==> config.mk <==
export PLATFORM = sky130hd
export DESIGN_NAME = matrix_keypad_press_classifier
export DESIGN_NICKNAME = d
export VERILOG_FILES = /design/src/rtl/core/kpc_pkg.sv /design/src/rtl/core/matrix_keypad_press_classifier.sv /design/src/rtl/core/kpc_lane.sv /design/src/rtl/core/kpc_merge.sv
export SDC_FILE = /design/constraint.sdc
export NUM_CORES = 1
export LEC_CHECK = 0
export ABC_CLOCK_PERIOD_IN_PS = 12840
export BUFFER_PORTS_ARGS = -buffer_cell sky130_fd_sc_hd__buf_2
export CORE_UTILIZATION = 40
export DETAILED_ROUTE_END_ITERATION = 16
export GPL_ROUTABILITY_DRIVEN = 0
export GPL_TIMING_DRIVEN = 0
export PLACE_DENSITY = 0.62
export SLEW_MARGIN = 20
export SYNTH_ARGS = -nofsm -noshare
export SYNTH_HDL_FRONTEND = slang
export SYNTH_SLANG_ARGS = --single-unit
==> constraint.sdc <==
create_clock -name i_clk -period 12.84 [get_ports i_clk]
set_clock_uncertainty 0.15 [all_clocks]
set_input_delay 3.852 -clock i_clk [delete_from_list [all_inputs] [get_ports i_clk]]
set_output_delay 3.852 -clock i_clk [all_outputs]
set_load 0.1 [all_outputs]
==> src/rtl/core/kpc_pkg.sv <==
// Shared types and constants for the matrix keypad press classifier.
// No dependencies; imported by every module in rtl/core.
package kpc_pkg;

    localparam int PINS      = 8;
    localparam int LINE_W    = 3;
    localparam int CNT_W     = 8;
    localparam int IDX_W     = 6;
    localparam int S_TDATA_W = 16;
    localparam int M_TDATA_W = 8;
    localparam int CFG_IDX_W = 1;
    localparam int CFG_DAT_W = 8;
    localparam int LANE_SEL_W = 3;

    // column order is reversed inside each nibble
    localparam int COL_SWAP = 3;

    localparam logic [CNT_W-1:0] CNT_MAX = 8'hFF;
    localparam logic [CNT_W-1:0] CNT_ONE = 8'h01;

    localparam logic [CFG_IDX_W-1:0] CFG_THRESHOLD = 1'b0;
    localparam logic [CFG_IDX_W-1:0] CFG_KBD_COUNT = 1'b1;

    localparam logic [CNT_W-1:0] THRESHOLD_RST = 8'd100;
    localparam logic [1:0]       KBD_COUNT_RST = 2'd0;

    typedef struct packed {
        logic             kbd;
        logic [IDX_W-1:0] idx;
        logic             is_long;
    } t_evt;

    typedef struct packed {
        logic hit;
        t_evt evt;
    } t_lane_evt;

    typedef struct packed {
        logic [PINS-1:0] pend;
        logic            take;
    } t_merge_stat;

endpackage

==> src/rtl/core/matrix_keypad_press_classifier.sv <==
// Matrix keypad press classifier, top level.
// Depends on kpc_pkg, kpc_lane and kpc_merge.
//
// Usage:
// - s_axis: one beat per scanned line (line index and eight pin bits).
//   Lines at or above NUM_LINES are dropped without effect.
// - m_axis: one beat per press event; tuser set for a long press, clear for a
//   short press on release; tlast marks the final event of a line.
// - cfg: register writes (0 threshold, 1 keyboard count), always ready; write
//   only while no events are pending.
// Eight column lanes update their counters in the cycle a line is accepted;
// the events wait in the pending register and the first one moves on to the
// m_axis output register, from which it leaves. Events leave one per cycle
// while m_axis is ready; the next line is taken in the cycle the last event
// of the current one moves to the output register. When m_axis stalls, the
// output register holds its beat and s_axis_tready drops once the pending
// events cannot drain.
// Reset clears all press counters and loads threshold 100, keyboard count 0 (no split).
module matrix_keypad_press_classifier #(
    parameter int NUM_LINES         = 6,
    parameter int NUM_KEYS          = 48,
    parameter int KEYS_PER_KEYBOARD = 24
) (
    input  logic                              i_clk,
    input  logic                              i_rst_n,
    input  logic                              s_axis_tvalid,
    output logic                              s_axis_tready,
    // [2:0] line_index, [10:3] pin_bits, rest zero
    input  logic [kpc_pkg::S_TDATA_W-1:0]     s_axis_tdata,
    output logic                              m_axis_tvalid,
    input  logic                              m_axis_tready,
    // [0] keyboard_number, [6:1] button_number, [7] zero
    output logic [kpc_pkg::M_TDATA_W-1:0]     m_axis_tdata,
    // [0] long_press
    output logic                              m_axis_tuser,
    output logic                              m_axis_tlast,
    input  logic                              i_cfg_valid,
    output logic                              o_cfg_ready,
    input  logic [kpc_pkg::CFG_IDX_W-1:0]     i_cfg_index,
    input  logic [kpc_pkg::CFG_DAT_W-1:0]     i_cfg_data
);
    import kpc_pkg::*;

    logic [CNT_W-1:0]  r_threshold;
    logic [1:0]        r_kbd_count;
    logic [LINE_W-1:0] w_line;
    logic [PINS-1:0]   w_pins;
    logic              w_s_acc;
    logic              w_line_ok;
    logic              w_en;
    logic              w_split;
    t_lane_evt         w_lane [PINS];
    t_evt              w_oevt;
    t_merge_stat       w_stat;

    assign o_cfg_ready = 1'b1;

    always_ff @(posedge i_clk) begin
        if (!i_rst_n) begin
            r_threshold <= THRESHOLD_RST;
            r_kbd_count <= KBD_COUNT_RST;
        end else if (i_cfg_valid) begin
            case (i_cfg_index)
                CFG_THRESHOLD: r_threshold <= i_cfg_data;
                CFG_KBD_COUNT: r_kbd_count <= i_cfg_data[1:0];
                default: ;
            endcase
        end
    end

    assign w_line    = s_axis_tdata[LINE_W-1:0];
    assign w_pins    = s_axis_tdata[LINE_W +: PINS];
    assign w_s_acc   = s_axis_tvalid && s_axis_tready;
    assign w_line_ok = (32'(w_line) < NUM_LINES);
    assign w_en      = w_s_acc && w_line_ok;
    assign w_split   = (r_kbd_count > 2'd1);

    genvar g;
    generate
        for (g = 0; g < PINS; g++) begin : g_lane
            kpc_lane #(
                .LANE              (g),
                .NUM_LINES         (NUM_LINES),
                .NUM_KEYS          (NUM_KEYS),
                .KEYS_PER_KEYBOARD (KEYS_PER_KEYBOARD)
            ) u_lane (
                .i_clk       (i_clk),
                .i_rst_n     (i_rst_n),
                .i_en        (w_en),
                .i_line      (w_line),
                .i_pressed   (w_pins[g]),
                .i_threshold (r_threshold),
                .i_split     (w_split),
                .o_evt       (w_lane[g])
            );
        end
    endgenerate

    kpc_merge u_merge (
        .i_clk       (i_clk),
        .i_rst_n     (i_rst_n),
        .i_load      (w_s_acc),
        .i_lane      (w_lane),
        .i_out_ready (m_axis_tready),
        .o_load_ok   (s_axis_tready),
        .o_valid     (m_axis_tvalid),
        .o_evt       (w_oevt),
        .o_last      (m_axis_tlast),
        .o_stat      (w_stat)
    );

    assign m_axis_tdata = {1'b0, w_oevt.idx, w_oevt.kbd};
    assign m_axis_tuser = w_oevt.is_long;

    a_bad_line_silent: assert property (@(posedge i_clk) disable iff (!i_rst_n)
        (w_s_acc && !w_line_ok) |=> (w_stat.pend == '0))
        else $error("dropped line left events pending");

    a_more_after_nonlast: assert property (@(posedge i_clk) disable iff (!i_rst_n)
        (m_axis_tvalid && m_axis_tready && !m_axis_tlast) |-> (w_stat.pend != '0))
        else $error("event without tlast but nothing pending");

    a_hold_while_draining: assert property (@(posedge i_clk) disable iff (!i_rst_n)
        ($countones(w_stat.pend) > 1) |-> !s_axis_tready)
        else $error("line accepted while several events pending");

    a_idx_in_range: assert property (@(posedge i_clk) disable iff (!i_rst_n)
        (m_axis_tvalid && !w_split) |-> (32'(w_oevt.idx) < NUM_KEYS))
        else $error("button number out of range");

endmodule

==> src/rtl/core/kpc_lane.sv <==
// One column lane: press counters for every line of one column, event detect.
// Depends on kpc_pkg.
module kpc_lane #(
    parameter int LANE              = 0,
    parameter int NUM_LINES         = 6,
    parameter int NUM_KEYS          = 48,
    parameter int KEYS_PER_KEYBOARD = 24
) (
    input  logic                          i_clk,
    input  logic                          i_rst_n,
    input  logic                          i_en,
    input  logic [kpc_pkg::LINE_W-1:0]    i_line,
    input  logic                          i_pressed,
    input  logic [kpc_pkg::CNT_W-1:0]     i_threshold,
    input  logic                          i_split,
    output kpc_pkg::t_lane_evt            o_evt
);
    import kpc_pkg::*;

    localparam int SEL_W = (NUM_LINES > 1) ? $clog2(NUM_LINES) : 1;
    localparam int COL   = LANE ^ COL_SWAP;

    logic [CNT_W-1:0]     r_cnt [NUM_LINES];
    logic [CNT_W-1:0]     n_cnt;
    logic [NUM_LINES-1:0] w_btn_ok;
    logic [NUM_LINES-1:0] w_kbd_tab;
    logic [IDX_W-1:0]     w_idx_tab [NUM_LINES];
    logic [IDX_W-1:0]     w_btn_tab [NUM_LINES];
    logic [SEL_W-1:0]     w_sel;
    logic [CNT_W-1:0]     w_cur;
    logic [CNT_W-1:0]     w_inc;
    logic                 w_hit;
    logic                 w_long;

    genvar ln;
    generate
        for (ln = 0; ln < NUM_LINES; ln++) begin : g_tab
            localparam int BTN = COL * NUM_LINES + ln;
            localparam int KBD = BTN / KEYS_PER_KEYBOARD;
            localparam int IDX = BTN % KEYS_PER_KEYBOARD;
            assign w_btn_ok[ln]  = (BTN < NUM_KEYS);
            assign w_kbd_tab[ln] = 1'(KBD);
            assign w_idx_tab[ln] = IDX_W'(IDX);
            assign w_btn_tab[ln] = IDX_W'(BTN);
        end
    endgenerate

    assign w_sel = i_line[SEL_W-1:0];
    assign w_cur = r_cnt[w_sel];
    assign w_inc = w_cur + CNT_ONE;

    always_comb begin
        n_cnt  = w_cur;
        w_hit  = 1'b0;
        w_long = 1'b0;
        if (w_btn_ok[w_sel]) begin
            if (i_pressed) begin
                if (w_cur != CNT_MAX) begin
                    if (w_inc > i_threshold) begin
                        w_hit  = 1'b1;
                        w_long = 1'b1;
                        n_cnt  = CNT_MAX;
                    end else begin
                        n_cnt = w_inc;
                    end
                end
            end else if (w_cur != '0) begin
                // release after a reported long press stays silent
                w_hit = (w_cur != CNT_MAX);
                n_cnt = '0;
            end
        end
    end

    assign o_evt.hit         = i_en & w_hit;
    assign o_evt.evt.kbd     = i_split ? w_kbd_tab[w_sel] : 1'b0;
    assign o_evt.evt.idx     = i_split ? w_idx_tab[w_sel] : w_btn_tab[w_sel];
    assign o_evt.evt.is_long = w_long;

    always_ff @(posedge i_clk) begin
        if (!i_rst_n) begin
            for (int k = 0; k < NUM_LINES; k++) begin
                r_cnt[k] <= '0;
            end
        end else if (i_en && w_btn_ok[w_sel]) begin
            r_cnt[w_sel] <= n_cnt;
        end
    end

endmodule

==> src/rtl/core/kpc_merge.sv <==
// Merge stage: holds the lane events of one line and sends them one per beat,
// lowest lane first, through a registered output. Depends on kpc_pkg.
module kpc_merge (
    input  logic                  i_clk,
    input  logic                  i_rst_n,
    input  logic                  i_load,
    input  kpc_pkg::t_lane_evt    i_lane [kpc_pkg::PINS],
    input  logic                  i_out_ready,
    output logic                  o_load_ok,
    output logic                  o_valid,
    output kpc_pkg::t_evt         o_evt,
    output logic                  o_last,
    output kpc_pkg::t_merge_stat  o_stat
);
    import kpc_pkg::*;

    logic [PINS-1:0]       r_pend;
    logic [PINS-1:0]       n_pend;
    t_evt                  r_evt [PINS];
    logic                  r_ovalid;
    t_evt                  r_oevt;
    logic                  r_olast;
    logic [LANE_SEL_W-1:0] w_sel;
    logic [PINS-1:0]       w_low;
    logic [PINS-1:0]       w_rest;
    logic [PINS-1:0]       w_hits;
    logic                  w_pull;
    logic                  w_take;

    always_comb begin
        w_sel = '0;
        for (int i = PINS - 1; i >= 0; i--) begin
            if (r_pend[i]) begin
                w_sel = LANE_SEL_W'(i);
            end
        end
    end

    always_comb begin
        for (int i = 0; i < PINS; i++) begin
            w_hits[i] = i_lane[i].hit;
        end
    end

    assign w_low     = r_pend & (~r_pend + PINS'(1));
    assign w_rest    = r_pend & ~w_low;
    assign w_pull    = !r_ovalid || i_out_ready;
    assign w_take    = w_pull && (r_pend != '0);
    assign o_load_ok = (r_pend == '0) || (w_take && (w_rest == '0));

    always_comb begin
        n_pend = r_pend;
        if (i_load) begin
            n_pend = w_hits;
        end else if (w_take) begin
            n_pend = w_rest;
        end
    end

    always_ff @(posedge i_clk) begin
        if (!i_rst_n) begin
            r_pend   <= '0;
            r_ovalid <= 1'b0;
        end else begin
            r_pend <= n_pend;
            if (w_take) begin
                r_ovalid <= 1'b1;
            end else if (i_out_ready) begin
                r_ovalid <= 1'b0;
            end
        end
    end

    always_ff @(posedge i_clk) begin
        if (w_take) begin
            r_oevt  <= r_evt[w_sel];
            r_olast <= (w_rest == '0);
        end
        if (i_load) begin
            for (int i = 0; i < PINS; i++) begin
                r_evt[i] <= i_lane[i].evt;
            end
        end
    end

    assign o_valid     = r_ovalid;
    assign o_evt       = r_oevt;
    assign o_last      = r_olast;
    assign o_stat.pend = r_pend;
    assign o_stat.take = w_take;

endmodule
==> results.cfg <==
[setup_path]
arrival_ps = 10050
crit_fanout = 10
ff2ff_setup_slack_ps = 7350
r2r-start = u_merge.r_pend[0]$_SDFFE_PN0P_
crit_type = in -> reg
start_kind = input port
worst-r2r-cell-count = 11
reg2reg_to = g_lane[3].u_lane.r_cnt[0][2]$_SDFFCE_PN0P_
required_ps = 13260
crit_start = s_axis_tdata[2]
cp-end-kind = register
cp-endpoint = u_merge.r_pend[2]$_SDFFE_PN0P_

[route]
drt-initial-drc-count = 2379
vias = 20400
firstDrtPassIters = 5
wirelength_mm = 92.9
ant_nets = 0
drc_errors = 0
via_per_inst = 5.90
routedWlPerCell_microns = 26.8

[yosys]
synth_cell_type_count = 90
synth_seq_cells = 561
synth_seq_area_share_pct = 58.1
syn_avg_cell_area_sq_um = 12.8
synth-edff-count = 543
synth_flop_cell = edfxtp_1
syn_area_sq_um = 28700
async_reset_ff_share_pct = 0
yosysWarningCount = 0
syn_inst = 2244

[floorplan]
start_util_pct = 40.7
rows = 97
core_sq_um = 70500
die_area_sq_um = 72800
fp.dieH_microns = 270
ios = 43
die_width_microns = 270

[finish]
fin_nets = 2583
final_cell_mix = edfxtp_1, nor2_1, nand2_1
syn2layout_area_growth_pct = 14.4
final-seq-area_sq_um = 16700
fill_cells = 6282
multi_input_area_sq_um = 11600
final_common_cell = edfxtp_1
antennaDiodeCount = 0
final_core_util_pct = 46.6
drive_gt1_share_pct = 15.5

[global_route]
grt-ovfl-total = 0
grt_pass1_vias = 20100
grt_pass1_wl_mm = 133
grt_max_degree = 39
antenna_found_initial = 0
grtUsageTotal_pct = 25.2

[clocking]
cts_sinks = 561
hold_buffers = 0
post_cts_buffers = 0
cts_tree = built
clk_path_buf_depth = 3
htreeDepth = 2
cts_resized = 0
clkSlewWorstSetupHoldPaths_ps = 60
cts_root_buffer = clkbuf_16
cts_buffers = 58
clk_latency_ps = 630

[pwr]
vdd_drop_max_mv = 0.174
p_int_mw = 3.53
p_comb_share_pct = 20.6
clkPwrFrac_pct = 35.2
p_leak_nw = 12.4
total_power_mw = 5.06
switching_share_pct = 30.1
p_sw_mw = 1.52
p_per_area_nw_per_um2 = 154
seqPwrFrac_pct = 44.2

[placed_design]
dpl.hpwl_mm = 63.2
port_buffers = 30

[timing]
tightest_slew_ps = 1160
slew_viol_final = 0
hold_violations = 0
rsz0062_at_grt = false
final.min_clock_period_ps = 9630
fmax_mhz = 104
setup_violations = 0
period_share_pct = 75.0
max_slew_margin_pct = 22.5
tns_ps = 0

[run_status]
status = completed

[worst_hold_path]
hold_depth = 0
hp-class = reg -> reg

[run]
max_cap_viol_count = 0
[cell type report]
| class | instances | share of cell area (%) |
|---|---|---|
| clock buffer | 73 | 4.88 |
| timing repair buffer | 41 | 1.29 |
| sequential | 561 | 50.8 |
| multi-input combinational | 1620 | 35.2 |
| inverter | 76 | 0.869 |
| buffer | 115 | 2.26 |
| clock inverter | 36 | 1.18 |
| tap | 940 | 3.58 |
[cell families (layout without fill, tap and decap cells)]
family	after synthesis	after routing	share of synthesized area, %
other	2	130	0.0262
DFF	561	561	58.1
buffers and inverters	191	341	3.54
adders and majority gates	81	81	3.52
AOI/OAI and AO/OA	263	263	6.20
and+or+nand+nor	865	865	13.7
muxes	233	233	13.4
xor gates and xnor gates	48	48	1.47
[how the worst min path moves through the flow]
stage                                        startpoint                    endpoint
after floorplan           u_merge.r_evt[6][1]$_DFFE_PN_  u_merge.o_evt[1]$_DFFE_PP_
after global placement    u_merge.r_evt[6][1]$_DFFE_PN_  u_merge.o_evt[1]$_DFFE_PP_
after detailed placement  u_merge.r_evt[6][1]$_DFFE_PN_  u_merge.o_evt[1]$_DFFE_PP_
after CTS                 u_merge.r_evt[6][1]$_DFFE_PN_  u_merge.o_evt[1]$_DFFE_PP_
after global routing      u_merge.r_evt[6][1]$_DFFE_PN_  u_merge.o_evt[1]$_DFFE_PP_
final                     u_merge.r_evt[6][1]$_DFFE_PN_  u_merge.o_evt[1]$_DFFE_PP_
[synth_stat cells (21+ instances only)]
library cell  count  area (sq um)
nand2_1         185           694
ha_1             80          1000
edfxtp_1        543         16300
o21ai_1          23           115
nand4_1          35           219
o22ai_1          26           163
xnor2_1          30           263
nand3_1          51           255
buf_4            25           188
mux2i_1          92           921
nor2_1          409          1540
nor3_1           38           190
a21oi_1          54           270
o21ai_0          43           215
and2_1           21           131
inv_1            75           282
mux2_2           24           270
buf_2            30           150
nor2b_1          24           150
mux4_2          110          2480
clkbuf_1         37           139
[through the flow]
stage	setup WS [ps]	instance area, sq um	hold WS [ps]	cells
final	3210	32800	276	3462
after global routing	3170	32800	283	3462
after CTS	3030	32800	271	3462
after detailed placement	2410	30800	255	3353
after global placement	-3400	30500	254	3342
after floorplan	2310	29200	250	2372
[flip-flops by register name (all words and copies together) (netlist names)]
register	flops
u_merge.o_last	1
u_merge.r_evt	22
u_merge.o_valid	1
r_threshold	8
g_lane.u_lane.r_cnt	512
r_kbd_count	1
u_merge.r_pend	8
u_merge.o_evt	8
[routing by layer]
layer | wire length (microns) | GRT usage, % | up-vias
met4 | 5110 | 12.6 | 0
met5 | 0 | 0 | -
li1 | - | - | 8744
met2 | 42500 | 40.3 | 1218
met1 | 35500 | 32.4 | 10200
met3 | 9790 | 5.47 | 248
[power by group through the flow]
stage                     clock network (mW)  logic, mW  registers [mW]
after global placement                     0      0.985            2.28
after CTS                               1.79       1.02            2.24
final                                   1.78       1.04            2.24
after floorplan                            0      0.602            2.38
after global routing                    1.85       1.10            2.25
after detailed placement                   0       1.02            2.27
[worst max-delay path, stage by stage]
cell and delay [ps]:
buf_2 150, inv_2 390, buf_2 540, buf_2 570, buf_2 590, nand2_1 90, and2_1 260, inv_1 140
ha_1 250, nand2_1 70, o22a_1 290, nor3_4 360, xnor2_1 140, ha_1 310, nand2_1 60, o21a_1 200
a21o_1 170, a31oi_1 610, a21oi_1 160, nor3_1 580, or2_2 230
(Power assumes the default switching activity.)
